===== config.mk =====
export PLATFORM = sky130hd
export DESIGN_NAME = insertion_sort_with_counts_top
export DESIGN_NICKNAME = d
export VERILOG_FILES = /design/src/hdl/isc_pkg.sv /design/src/hdl/isc_ctrl.sv /design/src/hdl/isc_dp.sv /design/src/hdl/insertion_sort_with_counts_top.sv
export SDC_FILE = /design/constraint.sdc
export NUM_CORES = 1
export LEC_CHECK = 0
export BUFFER_PORTS_ARGS = -buffer_cell sky130_fd_sc_hd__buf_4
export CORE_UTILIZATION = 40
export DETAILED_ROUTE_END_ITERATION = 10
export HOLD_SLACK_MARGIN = 0.02
export PLACE_DENSITY = 0.56
export RECOVER_POWER = 100
export SKIP_CTS_REPAIR_TIMING = 1
export SYNTH_ARGS = -nofsm -noshare
export SYNTH_HDL_FRONTEND = slang
export SYNTH_SLANG_ARGS = --single-unit

===== constraint.sdc =====
create_clock -name clk -period 4.7 [get_ports clk]
set_input_delay 0.94 -clock clk [delete_from_list [all_inputs] [get_ports clk]]
set_output_delay 0.94 -clock clk [all_outputs]
set_load 0.1 [all_outputs]

===== src/hdl/isc_pkg.sv =====
`timescale 1ns / 1ps
`default_nettype none
// ----------------------------------------------------------------------------
// isc_pkg: shared types and constants for the insertion sorter
// Default sizes, count limit, controller states and the command/status
// bundles that join the controller to the datapath.
// ----------------------------------------------------------------------------
package isc_pkg;

  localparam int MAX_KEYS_DEF = 32;
  localparam int KEY_BITS_DEF = 16;

  // port widths fixed by the item format
  localparam int KEY_W   = 16;
  localparam int COUNT_W = 11;

  typedef enum logic [2:0] {
    S_IDLE,   // waiting for a key beat
    S_RD,     // read the entry just below the insert position
    S_CMP,    // compare key against that entry
    S_PUT,    // write the key at its final position
    S_ERD,    // read next entry for output
    S_ELD     // load output register
  } isc_state_t;

  typedef struct packed {
    logic accept;     // latch input beat
    logic set_ovf;    // store full, drop key
    logic rd_prev;    // read entry pos-1
    logic shift;      // move entry up one, count swap and compare
    logic count_cmp;  // failing compare that ends the walk
    logic put;        // write key at pos, bump fill
    logic emit_rd;    // read entry at output index
    logic emit_load;  // load output register, advance index
    logic clear;      // end of run, back to reset values
  } isc_cmd_t;

  typedef struct packed {
    logic full;       // fill count at capacity
    logic fill_zero;  // store empty
    logic pos_one;    // one step left before bottom
    logic less;       // key < entry read
    logic eor;        // latched end-of-run flag
    logic beat_eor;   // end-of-run flag on the offered beat
    logic emit_last;  // output index is the final entry
    logic out_free;   // output register can take a beat
  } isc_status_t;

endpackage : isc_pkg
`default_nettype wire


===== src/hdl/isc_ctrl.sv =====
`timescale 1ns / 1ps
`default_nettype none
// ----------------------------------------------------------------------------
// isc_ctrl: sequencer for the insertion sorter
// Walks each key down the store one entry per compare, then streams the
// sorted run out after the end-of-run key.
// ----------------------------------------------------------------------------
module isc_ctrl (
  input  wire logic                clk,
  input  wire logic                rst,
  input  wire logic                in_valid,
  output logic                     in_stall,
  input  wire isc_pkg::isc_status_t sts,
  output isc_pkg::isc_cmd_t        cmd
);
  import isc_pkg::*;

  isc_state_t state, state_next;

  // state register
  always_ff @(posedge clk) begin
    if (rst) begin
      state <= S_IDLE;
    end else begin
      state <= state_next;
    end
  end

  // next state and commands
  always_comb begin
    state_next = state;
    cmd        = '0;
    in_stall   = (state != S_IDLE);
    unique case (state)
      S_IDLE: begin
        if (in_valid) begin
          cmd.accept = 1'b1;
          if (sts.full) begin
            cmd.set_ovf = 1'b1;
            // a dropped final key still ends the run
            state_next  = sts.beat_eor ? S_ERD : S_IDLE;
          end else if (sts.fill_zero) begin
            state_next = S_PUT;
          end else begin
            state_next = S_RD;
          end
        end
      end
      S_RD: begin
        cmd.rd_prev = 1'b1;
        state_next  = S_CMP;
      end
      S_CMP: begin
        if (sts.less) begin
          cmd.shift  = 1'b1;
          state_next = sts.pos_one ? S_PUT : S_RD;
        end else begin
          cmd.count_cmp = 1'b1;
          state_next    = S_PUT;
        end
      end
      S_PUT: begin
        cmd.put    = 1'b1;
        state_next = sts.eor ? S_ERD : S_IDLE;
      end
      S_ERD: begin
        cmd.emit_rd = 1'b1;
        state_next  = S_ELD;
      end
      S_ELD: begin
        if (sts.out_free) begin
          cmd.emit_load = 1'b1;
          if (sts.emit_last) begin
            cmd.clear  = 1'b1;
            state_next = S_IDLE;
          end else begin
            state_next = S_ERD;
          end
        end
      end
      default: state_next = S_IDLE;
    endcase
  end

  // assertions
  a_cmp_after_rd: assert property (@(posedge clk) disable iff (rst)
    state == S_CMP |-> $past(state) == S_RD)
    else $error("compare without a preceding read");
  a_no_put_full: assert property (@(posedge clk) disable iff (rst)
    cmd.put |-> !sts.full)
    else $error("write into a full store");
  a_load_free: assert property (@(posedge clk) disable iff (rst)
    cmd.emit_load |-> $past(state) == S_ERD || $past(state) == S_ELD)
    else $error("output load out of sequence");

endmodule : isc_ctrl
`default_nettype wire


===== src/hdl/isc_dp.sv =====
`timescale 1ns / 1ps
`default_nettype none
// ----------------------------------------------------------------------------
// isc_dp: datapath for the insertion sorter
// Key store memory, insert position, fill count, saturating counters and
// the output register.
// ----------------------------------------------------------------------------
module isc_dp #(
  parameter int MAX_KEYS = isc_pkg::MAX_KEYS_DEF,
  parameter int KEY_BITS = isc_pkg::KEY_BITS_DEF
) (
  input  wire logic                        clk,
  input  wire logic                        rst,
  input  wire logic [isc_pkg::KEY_W-1:0]   key,
  input  wire logic                        end_of_run,
  input  wire isc_pkg::isc_cmd_t           cmd,
  output isc_pkg::isc_status_t             sts,
  output logic [isc_pkg::KEY_W-1:0]        sorted_key,
  output logic [isc_pkg::COUNT_W-1:0]      swap_count,
  output logic [isc_pkg::COUNT_W-1:0]      compare_count,
  output logic                             overflowed,
  output logic                             last_out,
  output logic                             out_valid,
  input  wire logic                        out_stall
);
  import isc_pkg::*;

  localparam int AW = (MAX_KEYS > 1) ? $clog2(MAX_KEYS) : 1;
  localparam int CW = $clog2(MAX_KEYS + 1);
  localparam int KB = (KEY_BITS < KEY_W) ? KEY_BITS : KEY_W;
  localparam logic [KEY_W-1:0] KEY_MASK = KEY_W'((33'd1 << KB) - 33'd1);
  localparam logic [CW-1:0]    FULL_CNT = CW'(MAX_KEYS);

  logic [KEY_W-1:0]   mem [MAX_KEYS];
  logic [KEY_W-1:0]   rd_data;
  logic [AW-1:0]      rd_addr;
  logic               wr_en;
  logic [AW-1:0]      wr_addr;
  logic [KEY_W-1:0]   wr_data;

  logic [KEY_W-1:0]   cur_key;
  logic               eor;
  logic [AW-1:0]      pos;
  logic [AW-1:0]      idx;
  logic [CW-1:0]      fill;
  logic [COUNT_W-1:0] swap_total;
  logic [COUNT_W-1:0] compare_total;
  logic               ovf;

  // status back to the controller
  always_comb begin
    sts.full      = (fill == FULL_CNT);
    sts.fill_zero = (fill == '0);
    sts.pos_one   = (pos == AW'(1));
    sts.less      = (cur_key < rd_data);
    sts.eor       = eor;
    sts.beat_eor  = end_of_run;
    sts.emit_last = ((CW'(idx) + CW'(1)) == fill);
    sts.out_free  = !out_valid || !out_stall;
  end

  // memory ports
  assign rd_addr = cmd.emit_rd ? idx : pos - AW'(1);
  assign wr_en   = cmd.shift || cmd.put;
  assign wr_addr = pos;
  assign wr_data = cmd.shift ? rd_data : cur_key;

  always_ff @(posedge clk) begin
    if (wr_en) begin
      mem[wr_addr] <= wr_data;
    end
    if (cmd.rd_prev || cmd.emit_rd) begin
      rd_data <= mem[rd_addr];
    end
  end

  // input latch and insert position
  always_ff @(posedge clk) begin
    if (cmd.accept) begin
      cur_key <= key & KEY_MASK;
      pos     <= fill[AW-1:0];
    end else if (cmd.shift) begin
      pos <= pos - AW'(1);
    end
  end

  // run control state
  always_ff @(posedge clk) begin
    if (rst || cmd.clear) begin
      eor           <= 1'b0;
      fill          <= '0;
      idx           <= '0;
      swap_total    <= '0;
      compare_total <= '0;
      ovf           <= 1'b0;
    end else begin
      if (cmd.accept) begin
        eor <= end_of_run;
      end
      if (cmd.set_ovf) begin
        ovf <= 1'b1;
      end
      if (cmd.put) begin
        fill <= fill + CW'(1);
      end
      if (cmd.shift && swap_total != '1) begin
        swap_total <= swap_total + COUNT_W'(1);
      end
      if ((cmd.shift || cmd.count_cmp) && compare_total != '1) begin
        compare_total <= compare_total + COUNT_W'(1);
      end
      if (cmd.emit_load) begin
        idx <= idx + AW'(1);
      end
    end
  end

  // dropped final key: overflow drop on the end-of-run beat, checked below
  logic drop_emit;
  assign drop_emit = cmd.set_ovf && end_of_run;

  // output register
  always_ff @(posedge clk) begin
    if (rst) begin
      out_valid <= 1'b0;
    end else if (cmd.emit_load) begin
      out_valid <= 1'b1;
    end else if (!out_stall) begin
      out_valid <= 1'b0;
    end
  end

  always_ff @(posedge clk) begin
    if (cmd.emit_load) begin
      sorted_key    <= rd_data;
      swap_count    <= swap_total;
      compare_count <= compare_total;
      overflowed    <= ovf;
      last_out      <= sts.emit_last;
    end
  end

  // assertions
  a_fill_range: assert property (@(posedge clk) disable iff (rst)
    fill <= FULL_CNT)
    else $error("fill count beyond capacity");
  a_swap_le_cmp: assert property (@(posedge clk) disable iff (rst)
    swap_total <= compare_total)
    else $error("more swaps than compares");
  a_shift_pos: assert property (@(posedge clk) disable iff (rst)
    cmd.shift |-> pos != '0)
    else $error("shift below the bottom of the store");
  a_drop_eor: assert property (@(posedge clk) disable iff (rst)
    drop_emit |=> !eor || ovf)
    else $error("dropped final key lost its overflow flag");

endmodule : isc_dp
`default_nettype wire


===== src/hdl/insertion_sort_with_counts_top.sv =====
`timescale 1ns / 1ps
`default_nettype none
// ----------------------------------------------------------------------------
// insertion_sort_with_counts_top: stable insertion sorter with counts
// Per key: accept (S_IDLE), then per compare a memory read (S_RD) and a
//   compare (S_CMP), then the write (S_PUT); a dropped key is never written.
// After the final key, each sorted result is read out (S_ERD) and loaded
//   into the output register (S_ELD), which waits out any output stall.
// Input is stalled while a key walks down the store or a run drains.
// Reset (rst, synchronous) clears fill count, counters and flags; the key
//   store itself is not cleared and needs no clearing pass.
// ----------------------------------------------------------------------------
module insertion_sort_with_counts_top #(
  parameter int MAX_KEYS = isc_pkg::MAX_KEYS_DEF,
  parameter int KEY_BITS = isc_pkg::KEY_BITS_DEF
) (
  input  wire logic                        clk,
  input  wire logic                        rst,
  input  wire logic                        in_valid,
  output logic                             in_stall,
  input  wire logic [isc_pkg::KEY_W-1:0]   key,
  input  wire logic                        end_of_run,
  output logic                             out_valid,
  input  wire logic                        out_stall,
  output logic [isc_pkg::KEY_W-1:0]        sorted_key,
  output logic [isc_pkg::COUNT_W-1:0]      swap_count,
  output logic [isc_pkg::COUNT_W-1:0]      compare_count,
  output logic                             overflowed,
  output logic                             last_out
);
  import isc_pkg::*;

  isc_cmd_t    cmd;
  isc_status_t sts;

  isc_ctrl u_ctrl (
    .clk      (clk),
    .rst      (rst),
    .in_valid (in_valid),
    .in_stall (in_stall),
    .sts      (sts),
    .cmd      (cmd)
  );

  isc_dp #(
    .MAX_KEYS (MAX_KEYS),
    .KEY_BITS (KEY_BITS)
  ) u_dp (
    .clk           (clk),
    .rst           (rst),
    .key           (key),
    .end_of_run    (end_of_run),
    .cmd           (cmd),
    .sts           (sts),
    .sorted_key    (sorted_key),
    .swap_count    (swap_count),
    .compare_count (compare_count),
    .overflowed    (overflowed),
    .last_out      (last_out),
    .out_valid     (out_valid),
    .out_stall     (out_stall)
  );

endmodule : insertion_sort_with_counts_top
`default_nettype wire

==> impl_metrics.yaml, run 1 <==
status:
  outcome: "complete, but fails checks"
  violations: "capacitance limit, slew limit"
clock_network:
  clk_pin_slew_ps: 60
  clkSinkCount: 628
  clock-root-buffer: "clkbuf_16"
  htree_levels: 3
  clockBufferDepth: 3
  clk_latency_ps: 620
  cts_tree: "done"
  cts_buffers: 69
setup_path:
  critical_path_required_ps: 4890
  end_kind: "flop"
  r2r_end: "u_dp.mem[1][15]"
  worst_setup_path_start_kind: "flop"
  r2r_slack_ps: 440
  r2r_start: "u_dp.rd_data[9]"
  worstPathArrival_ps: 4450
  cp_max_fo: 32
  critPathKind: "flop to flop"
  worstRegToRegCells: 10
sta:
  fin_ws_ps: 443
  timing.hold.ws_ps: 448
  rsz0062_at_grt: "false"
  fin_crit_sh_pct: 90.6
  fin_setup_tns_ps: 0
  setup_viol: 0
  slew_violations: 30
  finalHoldViolCount: 0
  skew_ps: 32.2
  worst_pin_slew_ps: 2230
  fmax_ghz: 0.235
  slew_headroom_pct: -48.8
  min_period_ps: 4260
logic_synthesis:
  synth_top_area_share_pct: 61.1
  synth_area_leaders: "edfxtp_1 61%, mux2i_1 10%, mux2_2 3.0%"
  netlist_top_cells_count: "589 x edfxtp_1, 301 x mux2i_1, 104 x nand3_1, 97 x clkbuf_1, 89 x a21oi_1"
  yosys_most_used_dff: "edfxtp_1"
  synth_top_area_cell: "edfxtp_1"
  syn_area_sq_mm: 0.0290
  seq_area_frac_synth_pct: 63.8
  synth_cell_types: 66
  synth-edff-count: 589
  synthCells: 2018
  synth_most_common_cell: "edfxtp_1"
  synth_area_per_cell_sq_um: 14.3
  ys_seq_elements: 628
  syn_nets: 2064
  postSynth.asyncResetShare_pct: 0
  synth-warning-count: 0
power_and_ir_drop:
  powerDensity_mw_per_mm2: 481
  switching_power_mw: 4.79
  seqPwrFrac_pct: 43.1
  pwr-share-clk_pct: 33.5
  swShare_pct: 30.7
  leakagePower_nw: 10.5
  p_int_mw: 10.8
  design_power_total_mw: 15.6
  peakVddDrop_mv: 0.303
  p_comb_share_pct: 23.3
hold_path:
  hold_depth: 0
  min_to: "u_dp.overflowed"
  hold_start: "u_dp.ovf"
  hold_path.class: "flop to flop"
global_route:
  grt_pass1_wl_mm: 121
  grt_pass1_vias: 17864
  overflow: 0
  antenna_found_initial: 8
  grt_usage_pct: 22.3
  grt_max_degree: 159
flow_run:
  maxCapViolCount: 2
floorplan:
  initial_core_util_pct: 40.4
  io_pins: 63
  die_w_microns: 271
  dieArea_sq_mm: 0.0735
  num_rows: 98
  chipHeight_microns: 271
  core_sq_mm: 0.0716
cells_and_area:
  drive_gt1_share_pct: 12.9
  final_cell_area_sq_mm: 0.0325
  multi_input_area_sq_mm: 0.00971
  area_growth_pct: 12.1
  nFillCells: 6383
  instances_no_fill: 3073
  regArea_sq_mm: 0.0185
  final_core_util_pct: 45.3
  nets: 2116
drt:
  met1_length_mm: 36.5
  met2_wirelength_mm: 37.0
  finalWirelength_mm: 82.7
  drt_first_iter_violations: 1719
  maxUsedRoutingLayer: "met5"
  antenna_left: 0
  drt-vias-per-instance: 5.96
  drt_first_pass_iters: 5
  drc: 0
  wl_per_cell_microns: 26.9
  met3_length_mm: 6.50
  vias: 18301
placement:
  place_area_sq_mm: 0.0306
  portBuffers: 62
  dp_hpwl_mm: 49.8
  dp.cells: 2949
  preCtsSetupSlack_ps: 797
  gp_congestion: 0.850
-- worst max-delay path by stage --
stage,startpoint,to,slack [ps],cells after the start
after floorplan,out_stall,u_dp.idx[0],770,4
after global placement,u_ctrl.state[0],u_dp.rd_data[4],820,6
after detailed placement,u_ctrl.state[0],u_dp.rd_data[4],800,6
after CTS,u_ctrl.state[0],u_dp.rd_data[4],750,6
after global routing,u_dp.rd_data[5],u_dp.mem[5][13],320,10
final,u_dp.rd_data[9],u_dp.mem[1][15],440,10
-- power by group through the flow --
stage / Combinational (mW) / Clock [mW] / Sequential (mW)
floorplan: 2.34 / 0 / 6.71
global placement: 3.64 / 0 / 6.83
detailed placement: 3.67 / 0 / 6.83
CTS: 3.67 / 5.34 / 6.72
global route: 3.89 / 5.54 / 6.74
finish: 3.65 / 5.24 / 6.73
-- worst max-delay path, cell delays in order, from the launching register on --
cell      delay (ps)
edfxtp_1         580
inv_1             90
ha_1             300
a21oi_1          150
o21a_1           190
o22ai_1          200
a211oi_1         250
clkbuf_1         500
nand2_1          110
buf_4            240
mux2_1          1170
-- layout by cell type (no fill, tap or decap), types with 6 or more instances in the layout --
cell type / instances
a2111oi_0: 46
a21o_1: 6
a21oi_1: 89
a22oi_1: 46
a31oi_1: 51
and3_1: 8
buf_12: 8
buf_4: 33
clkbuf_1: 84
clkbuf_16: 71
clkbuf_2: 10
clkbuf_4: 13
clkinv_1: 18
clkinv_2: 7
dfxtp_1: 37
edfxtp_1: 589
ha_1: 24
inv_1: 32
mux2_1: 10
mux2_2: 68
mux2i_1: 300
mux4_2: 35
nand2_1: 30
nand3_1: 104
nand4_1: 55
nor2_1: 76
nor2b_1: 45
nor3_1: 8
o2111ai_1: 19
o21ai_0: 37
o22ai_1: 31
or3_1: 21
xnor2_1: 18
xor2_1: 11
-- logic make-up after synthesis --
group / after synthesis / share of synthesized area, %
flops: 628 / 63.8
xor+xnor: 30 / 0.933
compound gates: 358 / 8.32
buf+inv: 184 / 2.75
simple gates: 378 / 6.89
mux: 415 / 16.2
fa+ha+maj: 25 / 1.08
-- sequential cells by signal (all words and copies together), names as in the netlist, 3 cells and up --
register and cells:
u_ctrl.state 3, u_dp.compare_count 11, u_dp.compare_total 11, u_dp.cur_key 16
u_dp.fill 6, u_dp.idx 5, u_dp.mem 512, u_dp.pos 5
u_dp.rd_data 16, u_dp.sorted_key 16, u_dp.swap_count 11, u_dp.swap_total 11
-- layer usage --
layer,global-route usage [%],up-vias
li1,-,8143
met1,31.1,9311
met2,34.0,716
met3,4.97,123
met4,8.12,8
met5,0,-
-- layout make-up --
| type | count | area share (%) |
|---|---|---|
| well taps | 950 | 3.66 |
| multi-input cells | 1206 | 29.9 |
| flip-flops and latches | 628 | 56.9 |
| inverters | 32 | 0.370 |
| clock inverters | 37 | 0.994 |
| clock buffers | 86 | 5.65 |
| repair buffers | 133 | 2.51 |
| diodes | 1 | 0.00771 |
Power figures use the tool's default switching activity.
==> run 2: changes to the inputs <==
--- a/config.mk
+++ b/config.mk
@@ -7,6 +7,7 @@
 export LEC_CHECK = 0
 export BUFFER_PORTS_ARGS = -buffer_cell sky130_fd_sc_hd__buf_4
 export CORE_UTILIZATION = 40
+export CTS_BUF_LIST = sky130_fd_sc_hd__clkbuf_16
 export DETAILED_ROUTE_END_ITERATION = 10
 export HOLD_SLACK_MARGIN = 0.02
 export PLACE_DENSITY = 0.56
==> run 2 against run 1 <==
Net effect:
- the flow still finishes with violations (capacitance limit, slew limit)
- register-to-register slack got worse by 20 ps
- sequential power barely moved
- clock power barely moved
- non-clock buffer count did not move
- combinational power barely moved
- sequential share of layout area did not move
- largest power group unchanged
==> impl_metrics.yaml, run 2 (synthesis gave the netlist of run 1 again) <==
status:
  outcome: "complete, but fails checks"
  violations: "capacitance limit, slew limit"
sta:
  fin_ws_ps: 425
  setup_viol: 0
  fmax_ghz: 0.234
  fin_setup_tns_ps: 0
  worst_pin_slew_ps: 2240
  timing.hold.ws_ps: 450
  slew_headroom_pct: -49.1
  fin_crit_sh_pct: 90.9
  finalHoldViolCount: 0
  skew_ps: 29.4
  min_period_ps: 4270
  rsz0062_at_grt: "false"
  slew_violations: 30
drt:
  antenna_left: 0
  vias: 18299
  finalWirelength_mm: 82.6
  wl_per_cell_microns: 26.9
  drt_first_iter_violations: 1729
  drt_first_pass_iters: 5
  drt-vias-per-instance: 5.95
  drc: 0
clock_network:
  clk_pin_slew_ps: 60
  clock-root-buffer: "clkbuf_16"
  clk_latency_ps: 620
  htree_levels: 3
  clockBufferDepth: 3
  cts_tree: "done"
  clkSinkCount: 628
  cts_buffers: 69
cells_and_area:
  layout_common_cells: "589 x edfxtp_1, 300 x mux2i_1, 104 x nand3_1"
  instances_no_fill: 3073
  final_cell_area_sq_mm: 0.0325
  final_core_util_pct: 45.3
  regArea_sq_mm: 0.0185
  nets: 2116
  area_growth_pct: 12.1
  final_common_cell: "edfxtp_1"
  nFillCells: 6383
  largest_reg_flops: 512
  multi_input_area_sq_mm: 0.00971
  regMostFlops: "u_dp.mem"
  drive_gt1_share_pct: 12.9
placement:
  dp.cells: 2949
  place_area_sq_mm: 0.0306
  portBuffers: 62
  gp_congestion: 0.850
  dp_hpwl_mm: 49.8
  preCtsSetupSlack_ps: 797
floorplan:
  chipHeight_microns: 271
  io_pins: 63
  num_rows: 98
  die_w_microns: 271
  dieArea_sq_mm: 0.0735
  core_sq_mm: 0.0716
  initial_core_util_pct: 40.4
setup_path:
  path_cells: "inv_1 > ha_1 > a21oi_1 > o21a_1 > o22ai_1 > a211oi_1 > clkbuf_1 > nand2_1 > buf_4 > mux2_1"
  critPathKind: "flop to flop"
  r2r_start: "u_dp.rd_data[9]"
  cp_slowest_stage_delay_ps: 1160
  cp_num_buf_inv: 3
  cp_max_fo: 32
  crit_end: "u_dp.mem[1][15]"
  critical_path_required_ps: 4900
  r2r_slack_ps: 430
  worst_setup_path_start_kind: "flop"
  worstRegToRegCells: 10
  cp_num_cells: 10
  crit_start: "u_dp.rd_data[9]"
  r2r_end: "u_dp.mem[1][15]"
  crit_family: "multiplexers"
  end_kind: "flop"
  worstPathArrival_ps: 4470
  cp_slowest_cell: "mux2_1"
power_and_ir_drop:
  leakagePower_nw: 10.6
  switching_power_mw: 4.79
  p_int_mw: 10.8
  seqPwrFrac_pct: 43.2
  peakVddDrop_mv: 0.307
  p_comb_share_pct: 23.4
  powerDensity_mw_per_mm2: 480
  swShare_pct: 30.8
  design_power_total_mw: 15.6
  pwr-share-clk_pct: 33.4
flow_run:
  maxCapViolCount: 2
global_route:
  grt_pass1_wl_mm: 121
  antenna_found_initial: 8
  overflow: 0
  grt_usage_pct: 22.3
  grt_max_degree: 159
  grt_pass1_vias: 17864
hold_path:
  hold_path.class: "flop to flop"
==> run 2: changes by cell type in the layout (fill, tap and decap cells not counted) <==
cell,previous run,this run
inv_1,32,47
clkbuf_1,84,69
==> run 2: worst min-delay path by stage <==
stage	start	to	slack (ps)	cells after the start
floorplan	u_dp.ovf	u_dp.overflowed	410	0
global placement	u_dp.ovf	u_dp.overflowed	440	0
detailed placement	u_dp.ovf	u_dp.overflowed	440	0
CTS	u_dp.ovf	u_dp.overflowed	460	0
global route	u_dp.ovf	u_dp.overflowed	480	0
finish	u_dp.ovf	u_dp.overflowed	450	0
==> run 2: per-layer routing <==
layer / routed length [microns] / global-route usage [%]
met5: 46 / 0
met1: 36400 / 31.1
met4: 2640 / 8.12
met2: 37000 / 34.0
met3: 6520 / 4.97
==> run 2: power groups by stage <==
stage,sequential [mW],clock (mW),combinational (mW)
global route,6.74,5.51,3.89
detailed placement,6.83,0,3.67
finish,6.73,5.21,3.64
CTS,6.72,5.31,3.67
global placement,6.83,0,3.64
floorplan,6.71,0,2.34
==> run 2: worst register-to-register path, stage by stage (launching register included) <==
cell and delay, ps:
edfxtp_1 580, inv_1 90, ha_1 300, a21oi_1 150, o21a_1 190, o22ai_1 200
a211oi_1 250, clkbuf_1 510, nand2_1 110, buf_4 240, mux2_1 1170
==> run 2: area by class of cell <==
cell class              instances  area share (%)
clock inverters                52            1.17
flip-flops and latches        628            56.9
diodes                          1         0.00771
inverters                      32           0.370
clock buffers                  71            5.47
repair buffers                133            2.51
multi-input cells            1206            29.9
well taps                     950            3.66
